===== src/hw/rtl/erwc_pkg.sv =====
`timescale 1ns / 1ps
`default_nettype none
// ----------------------------------------------------------------------------
// erwc_pkg
// Shared types and constants for the event readiness window check.
// ----------------------------------------------------------------------------
package erwc_pkg;

  localparam int WINDOW     = 32;
  localparam int NUM_TYPES  = 4;
  localparam int TIME_WIDTH = 32;

  localparam int TYPE_W  = 2;
  localparam int IDX_W   = $clog2(WINDOW);
  localparam int POS_W   = $clog2(WINDOW + 1);
  localparam int LIM_AW  = 2 * TYPE_W;
  localparam int LIM_DEP = NUM_TYPES * NUM_TYPES;
  localparam int CNT_W   = 6;
  localparam int OPOS_W  = 5;
  localparam int WLIM_W  = 6;

  localparam logic [WLIM_W-1:0] WLIM_RESET = WLIM_W'(32);
  localparam logic [CNT_W-1:0]  CNT_MAX    = {CNT_W{1'b1}};
  localparam logic [OPOS_W-1:0] OPOS_MAX   = {OPOS_W{1'b1}};

  typedef enum logic {
    OP_LIMIT_WR = 1'b0,
    OP_EVENT    = 1'b1
  } erwc_op_t;

  typedef enum logic [1:0] {
    S_IDLE,
    S_SCAN,
    S_FLUSH,
    S_DONE
  } erwc_state_t;

endpackage
`default_nettype wire


===== src/hw/rtl/event_readiness_window_check.sv =====
`timescale 1ns / 1ps
`default_nettype none
// ----------------------------------------------------------------------------
// event_readiness_window_check
// Marks pending events that may run in parallel, using a type-pair limit table.
// ----------------------------------------------------------------------------
// usage:
//   in_ channel carries table writes (op 0) and events (op 1), valid/stall.
//   op 0 stores limit_value at (earlier_type, later_type), no result item.
//   op 1 gives exactly one result item on the out_ channel, valid/stall.
//   cfg_ channel writes window_limit (valid/ready), taken only while idle.
// flow:
//   an idle event at pass position p inside the window reads the p earlier
//   events one per cycle from the window memory, then the limit memory, and
//   compares each; its result is loaded into the output register once the
//   scan is flushed, and no new item is accepted until that result is loaded.
//   other events go straight to the result load; table writes leave the
//   block idle, so it can accept the next item right away.
// reset:
//   rst_n (sync, active low) clears pass position, ready count, window
//   limit (to 32) and the handshake state; memory contents are undefined.
// stall:
//   while out_stall is high the result holds; the next event is worked on
//   and waits for the output register, with in_stall high until it is loaded.
// ----------------------------------------------------------------------------
module event_readiness_window_check
  import erwc_pkg::*;
(
  input  wire logic                  clk,
  input  wire logic                  rst_n,

  input  wire logic                  in_valid,
  output logic                       in_stall,
  input  wire logic                  in_op,
  input  wire logic [TYPE_W-1:0]     in_earlier_type,
  input  wire logic [TYPE_W-1:0]     in_later_type,
  input  wire logic [TIME_WIDTH-1:0] in_limit_value,
  input  wire logic [TIME_WIDTH-1:0] in_event_time,
  input  wire logic [TYPE_W-1:0]     in_event_type,
  input  wire logic                  in_event_idle,
  input  wire logic                  in_last,

  output logic                       out_valid,
  input  wire logic                  out_stall,
  output logic                       out_ready_res,
  output logic [OPOS_W-1:0]          out_position,
  output logic                       out_within_window,
  output logic [CNT_W-1:0]           out_ready_count,
  output logic                       out_pass_end,

  input  wire logic                  cfg_valid,
  output logic                       cfg_ready,
  input  wire logic [WLIM_W-1:0]     cfg_window_limit
);

  // memories
  logic [TIME_WIDTH-1:0] limit_mem [LIM_DEP];
  logic [TIME_WIDTH-1:0] time_mem  [WINDOW];
  logic [TYPE_W-1:0]     type_mem  [WINDOW];

  erwc_state_t state_r, state_nxt;

  logic [WLIM_W-1:0]     wlim_r;
  logic [POS_W-1:0]      pos_r, pos_nxt;
  logic [CNT_W-1:0]      rtot_r, rtot_nxt;

  logic [TIME_WIDTH-1:0] ev_time_r;
  logic [TYPE_W-1:0]     ev_type_r;
  logic                  ev_last_r;
  logic                  ev_inside_r;
  logic                  ev_check_r;
  logic [POS_W-1:0]      ev_pos_r;

  logic [IDX_W-1:0]      idx_r, idx_nxt;
  logic                  v1_r, v2_r;
  logic [TIME_WIDTH-1:0] st_time_q;
  logic [TYPE_W-1:0]     st_type_q;
  logic [TIME_WIDTH-1:0] lim_q;
  logic [TIME_WIDTH-1:0] diff_r;
  logic                  ge_r;
  logic                  dep_r, dep_nxt;

  logic                  out_valid_r;
  logic                  out_ready_res_r;
  logic [OPOS_W-1:0]     out_position_r;
  logic                  out_within_window_r;
  logic [CNT_W-1:0]      out_ready_count_r;
  logic                  out_pass_end_r;

  logic                  in_acc;
  logic                  acc_limit, acc_event;
  logic                  pos_in_mem, in_win, check;
  logic                  rd_issue, scan_end, out_load;
  logic                  ev_ready;
  logic [CNT_W-1:0]      rcount;
  logic [IDX_W-1:0]      last_idx;

  assign in_acc     = in_valid && !in_stall;
  assign acc_limit  = in_acc && (in_op == OP_LIMIT_WR);
  assign acc_event  = in_acc && (in_op == OP_EVENT);
  assign pos_in_mem = pos_r < POS_W'(WINDOW);
  assign in_win     = pos_in_mem && ({{(POS_W > WLIM_W ? POS_W - WLIM_W : 0){1'b0}}, wlim_r}
                      > {{(WLIM_W > POS_W ? WLIM_W - POS_W : 0){1'b0}}, pos_r});
  assign check      = in_win && in_event_idle && (pos_r != '0);
  assign last_idx   = ev_pos_r[IDX_W-1:0] - IDX_W'(1);
  assign scan_end   = (idx_r == last_idx);

  // next state
  always_comb begin
    state_nxt = state_r;
    unique case (state_r)
      S_IDLE: begin
        if (acc_event) begin
          state_nxt = check ? S_SCAN : S_DONE;
        end
      end
      S_SCAN: begin
        if (scan_end) begin
          state_nxt = S_FLUSH;
        end
      end
      S_FLUSH: begin
        if (!v1_r && !v2_r) begin
          state_nxt = S_DONE;
        end
      end
      S_DONE: begin
        if (!out_valid_r || !out_stall) begin
          state_nxt = S_IDLE;
        end
      end
      default: state_nxt = S_IDLE;
    endcase
  end

  // outputs of the control
  always_comb begin
    in_stall  = 1'b1;
    cfg_ready = 1'b0;
    rd_issue  = 1'b0;
    out_load  = 1'b0;
    unique case (state_r)
      S_IDLE: begin
        in_stall  = 1'b0;
        cfg_ready = 1'b1;
      end
      S_SCAN:  rd_issue = 1'b1;
      S_FLUSH: ;
      S_DONE:  out_load = !out_valid_r || !out_stall;
      default: ;
    endcase
  end

  always_ff @(posedge clk) begin
    if (!rst_n) begin
      state_r <= S_IDLE;
    end else begin
      state_r <= state_nxt;
    end
  end

  // configuration
  always_ff @(posedge clk) begin
    if (!rst_n) begin
      wlim_r <= WLIM_RESET;
    end else if (cfg_valid && cfg_ready) begin
      wlim_r <= cfg_window_limit;
    end
  end

  // limit table
  always_ff @(posedge clk) begin
    if (acc_limit) begin
      limit_mem[{in_earlier_type, in_later_type}] <= in_limit_value;
    end
    if (v1_r) begin
      lim_q <= limit_mem[{st_type_q, ev_type_r}];
    end
  end

  // window store
  always_ff @(posedge clk) begin
    if (acc_event && pos_in_mem) begin
      time_mem[pos_r[IDX_W-1:0]] <= in_event_time;
      type_mem[pos_r[IDX_W-1:0]] <= in_event_type;
    end
    if (rd_issue) begin
      st_time_q <= time_mem[idx_r];
      st_type_q <= type_mem[idx_r];
    end
  end

  // event capture
  always_ff @(posedge clk) begin
    if (acc_event) begin
      ev_time_r   <= in_event_time;
      ev_type_r   <= in_event_type;
      ev_last_r   <= in_last;
      ev_inside_r <= in_win;
      ev_check_r  <= in_win && in_event_idle;
      ev_pos_r    <= pos_r;
    end
    if (v1_r) begin
      diff_r <= ev_time_r - st_time_q;
      ge_r   <= ev_time_r >= st_time_q;
    end
  end

  // scan pipeline
  always_comb begin
    idx_nxt = idx_r;
    dep_nxt = dep_r;
    if (acc_event) begin
      idx_nxt = '0;
      dep_nxt = 1'b0;
    end else begin
      if (rd_issue) begin
        idx_nxt = idx_r + IDX_W'(1);
      end
      if (v2_r && ge_r && (diff_r >= lim_q)) begin
        dep_nxt = 1'b1;
      end
    end
  end

  always_ff @(posedge clk) begin
    if (!rst_n) begin
      idx_r <= '0;
      v1_r  <= 1'b0;
      v2_r  <= 1'b0;
      dep_r <= 1'b0;
    end else begin
      idx_r <= idx_nxt;
      v1_r  <= rd_issue;
      v2_r  <= v1_r;
      dep_r <= dep_nxt;
    end
  end

  // pass counters and result
  assign ev_ready = ev_check_r && !dep_r;
  assign rcount   = (ev_ready && (rtot_r != CNT_MAX)) ? rtot_r + CNT_W'(1) : rtot_r;

  always_comb begin
    pos_nxt  = pos_r;
    rtot_nxt = rtot_r;
    if (out_load) begin
      rtot_nxt = ev_last_r ? '0 : rcount;
      if (ev_last_r) begin
        pos_nxt = '0;
      end else if (ev_pos_r < POS_W'(WINDOW)) begin
        pos_nxt = ev_pos_r + POS_W'(1);
      end else begin
        pos_nxt = ev_pos_r;
      end
    end
  end

  always_ff @(posedge clk) begin
    if (!rst_n) begin
      pos_r       <= '0;
      rtot_r      <= '0;
      out_valid_r <= 1'b0;
    end else begin
      pos_r  <= pos_nxt;
      rtot_r <= rtot_nxt;
      if (out_load) begin
        out_valid_r <= 1'b1;
      end else if (!out_stall) begin
        out_valid_r <= 1'b0;
      end
    end
  end

  always_ff @(posedge clk) begin
    if (out_load) begin
      out_ready_res_r     <= ev_ready;
      out_position_r      <= (ev_pos_r < POS_W'(OPOS_MAX)) ? ev_pos_r[OPOS_W-1:0] : OPOS_MAX;
      out_within_window_r <= ev_inside_r;
      out_ready_count_r   <= rcount;
      out_pass_end_r      <= ev_last_r;
    end
  end

  assign out_valid         = out_valid_r;
  assign out_ready_res     = out_ready_res_r;
  assign out_position      = out_position_r;
  assign out_within_window = out_within_window_r;
  assign out_ready_count   = out_ready_count_r;
  assign out_pass_end      = out_pass_end_r;

`ifndef SYNTH
  a_out_from_done: assert property (@(posedge clk) disable iff (!rst_n)
    $rose(out_valid_r) |-> $past(state_r == S_DONE))
    else $error("result appeared outside the done state");

  a_pipe_order: assert property (@(posedge clk) disable iff (!rst_n)
    v2_r |-> $past(v1_r))
    else $error("compare stage without a limit read");

  a_scan_bound: assert property (@(posedge clk) disable iff (!rst_n)
    (state_r == S_SCAN) |-> ({{(POS_W - IDX_W){1'b0}}, idx_r} < ev_pos_r))
    else $error("scan reads beyond earlier events");

  a_pos_bound: assert property (@(posedge clk) disable iff (!rst_n)
    pos_r <= POS_W'(WINDOW))
    else $error("pass position beyond window");

  a_ready_inside: assert property (@(posedge clk) disable iff (!rst_n)
    (out_valid_r && out_ready_res_r) |-> out_within_window_r)
    else $error("ready event outside window");
`endif

endmodule
`default_nettype wire


===== config.mk =====
export PLATFORM = sky130hd
export DESIGN_NAME = event_readiness_window_check
export DESIGN_NICKNAME = d
export VERILOG_FILES = /design/src/hw/rtl/erwc_pkg.sv /design/src/hw/rtl/event_readiness_window_check.sv
export SDC_FILE = /design/constraint.sdc
export NUM_CORES = 2
export LEC_CHECK = 0
export BUFFER_PORTS_ARGS = -buffer_cell sky130_fd_sc_hd__buf_2
export CORE_MARGIN = 3
export CORE_UTILIZATION = 55
export DETAILED_ROUTE_END_ITERATION = 10
export PLACE_DENSITY = 0.82
export SYNTH_ARGS = -nofsm -noshare
export SYNTH_HDL_FRONTEND = slang
export SYNTH_SLANG_ARGS = --single-unit

===== constraint.sdc =====
create_clock -name clk -period 5.01 [get_ports clk]
set_input_delay 0.2505 -clock clk [delete_from_list [all_inputs] [get_ports clk]]
set_output_delay 0.2505 -clock clk [all_outputs]
set_load 0.02 [all_outputs]

==> results.py <==
metrics = {
    "status": {
        "status": "complete, no violations",
    },
    "synth": {
        "synth-main-ff-cell": "edfxtp_1",
        "synthCells": 3079,
        "ys_seq_elements": 1785,
        "ys_seq_area_frac": 0.766,
        "synth_most_common_cell": "edfxtp_1",
        "netlist.area_leader.share": 0.758,
        "synth-edff-count": 1756,
        "syn-num-nets": 3242,
        "ys_top_cells_by_area": "edfxtp_1 76%, mux4_2 16%, ha_1 1.4%",
        "ys_types": 59,
        "syn_area_per_cell_um2": 22.6,
        "synth_area_um2": 69600,
        "synth-warning-count": 0,
        "synth_top_area_cell": "edfxtp_1",
        "synthTopCellsByCount": "1756 x edfxtp_1, 500 x mux4_2, 87 x inv_1, 81 x clkbuf_1, 78 x ha_1",
        "ys_async_sr_fraction": 0,
    },
    "critical_path": {
        "path_max_fanout": 18,
        "cpMaxStageDelayCell": "nor3_1",
        "required_ps": 5500,
        "r2r_cells": 7,
        "crit_chain": "inv_1, ha_1, nand3_1, nor3_1, nand2_1, nor2_4, buf_12",
        "max_stage_delay_ps": 960,
        "arrival_ps": 4790,
        "crit_type": "flip-flop to flip-flop",
        "end_kind": "flip-flop",
        "start_kind": "flip-flop",
    },
    "cts": {
        "cts.clk_slew.worst_paths_ps": 60,
        "post_cts_buffers": 0,
        "clk_path_buf_depth": 3,
        "htree_levels": 4,
        "cts_tree": "done",
        "cts_made_buffers": 169,
        "cts_root_buf": "clkbuf_16",
        "cts.sinks": 1785,
        "insertion_delay_ps": 800,
    },
    "floorplan": {
        "die_h_um": 362,
        "ios": 101,
        "core_area_um2": 125000,
        "start_util": 0.558,
        "row_count": 129,
        "dieArea_um2": 131000,
        "die_x_um": 362,
    },
    "timing": {
        "setup_viol_count_final": 0,
        "rsz0062_at_grt": "false",
        "fin_tns_setup_ps": 0,
        "whs_ps": 54.1,
        "finalHoldViolCount": 0,
        "finalMaxSlewViolations": 0,
        "clock_skew_ps": 37.7,
        "slew-limit-headroom": 0.223,
        "finalCriticalPeriod_ps": 4290,
        "max_freq_mhz": 233,
        "fin_ws_ps": 715,
        "finalCritPeriodShare": 0.857,
        "worst_pin_slew_ps": 1170,
    },
    "placement": {
        "gp_congestion": 0.844,
        "hpwlAfterDp_um": 96500,
        "portBuffers": 100,
        "pre_cts_ws_ps": 964,
    },
    "power": {
        "p_leak_nw": 24.8,
        "pwr_density_cell_nw_per_um2": 452,
        "ir_drop_v": 0.000343,
    },
    "global_route": {
        "grt_pass1_wl_um": 254000,
        "gr-total-overflow": 0,
        "grt_usage": 0.271,
        "antenna_found_initial": 15,
        "grt_max_degree": 129,
        "grt_pass1_vias": 34800,
    },
    "route": {
        "drt_iter0_drc": 5158,
        "drcViolationCount": 0,
        "antenna_left": 0,
        "vias_per_cell": 6.76,
        "wl_per_cell_um": 33.7,
        "vias": 34900,
        "firstDrtPassIters": 5,
        "drt-total-wl_um": 174000,
    },
    "flow_run": {
        "cap_violations": 0,
    },
    "finish": {
        "finish.utilization": 0.633,
        "multi_input_area_um2": 15700,
        "syn_to_final_growth_pct": 13.4,
        "drive_gt1_frac": 0.290,
        "final_nets": 3531,
        "nFillCells": 7695,
        "regArea_um2": 53300,
    },
    "hold_path": {
        "min_path_type": "input pin to flip-flop",
        "hold_depth": 1,
    },
}
layout by cell type (no fill, tap or decap), types with 7 or more instances in the layout:
master,n
clkinv_2,20
buf_4,72
nand4_1,15
nor3_1,12
xnor2_1,30
nand3_1,25
a31oi_1,7
nor2_1,26
dlygate4sd3_1,63
nor2b_1,19
a21o_1,20
clkbuf_16,169
ha_1,77
xor2_1,21
dfxtp_1,23
nand2_1,61
a21boi_0,8
a21oi_1,50
mux4_2,500
o21a_1,8
buf_12,19
bufinv_16,15
nor2_4,44
inv_1,86
mux2_2,34
edfxtp_1,1756
clkbuf_1,33
o21ai_0,25
clkinv_1,56
o21bai_1,8
buf_2,100
metrics by stage:
stage	cell area, um2	std cells	total power [mW]
6_report	78900	5154	35.6
4_1_cts	78900	5149	35.7
3_3_place_gp	72800	4771	22.8
3_5_place_dp	72800	4771	23.0
5_1_grt	78900	5150	36.6
2_1_floorplan	69600	3079	21.2
final timing paths:
kind         slack (ps)             start                end
max                 720        state_r[0]   time_mem[13][16]
min                  50  in_event_time[0]    time_mem[13][0]
max reg2reg         720        state_r[0]   time_mem[13][16]
min reg2reg         420       ev_inside_r  out_within_window
report_power, final:
part / total, mW / switching, mW / internal [mW]
Combinational: 5.63 / 3.10 / 2.53
Sequential: 17.3 / 0.341 / 17.0
Clock: 12.7 / 5.61 / 7.08
critical path: cells and delay by family (launching register included):
| family | cells | cell delay [ps] |
|---|---|---|
| adders and majority gates | 1 | 480 |
| buffers and inverters | 2 | 370 |
| and+or+nand+nor | 4 | 2770 |
| DFF | 1 | 330 |
repair_timing:
action,4_1_cts,5_1_grt
hold buffers,63,0
resized for setup,0,0
hold endpoints to repair,597,0
endpoints found under the setup margin,0,0
layer usage:
layer / routed length [um] / global-route usage / up-vias
li1: - / - / 13500
met1: 61900 / 0.371 / 18300
met2: 87200 / 0.444 / 2658
met3: 19300 / 0.0601 / 368
met4: 5450 / 0.0818 / 4
met5: 27 / 0 / -
flip-flops by register name, indices dropped and copies added (netlist names), 5 cells and up:
signal           count
wlim_r               6
idx_r                5
ev_time_r           32
time_mem          1024
st_time_q           32
type_mem            64
limit_mem          512
out_position         5
ev_pos_r             6
out_ready_count      6
pos_r                6
lim_q               32
rtot_r               6
diff_r              32
final cells by class:
type / count / share of cell area
inverter: 87 / 0.00414
timing repair buffer: 254 / 0.0260
clock buffer: 205 / 0.0557
clock inverter: 110 / 0.0136
tap: 1637 / 0.0260
multi-input combinational: 1071 / 0.199
antenna: 5 / 0.000159
sequential: 1785 / 0.676
logic make-up (layout without fill, tap and decap cells):
| family | count (synthesis) | after routing | share of synthesized area |
|---|---|---|---|
| fa+ha+maj | 79 | 79 | 0.0143 |
| compound gates | 167 | 167 | 0.0159 |
| mux | 536 | 536 | 0.168 |
| flops | 1785 | 1785 | 0.766 |
| other cells | 0 | 5 | 0 |
| xor+xnor | 51 | 51 | 0.00642 |
| simple gates | 238 | 238 | 0.0161 |
| buf+inv | 223 | 656 | 0.0134 |
Note: power is estimated with default switching activity, not from simulation.
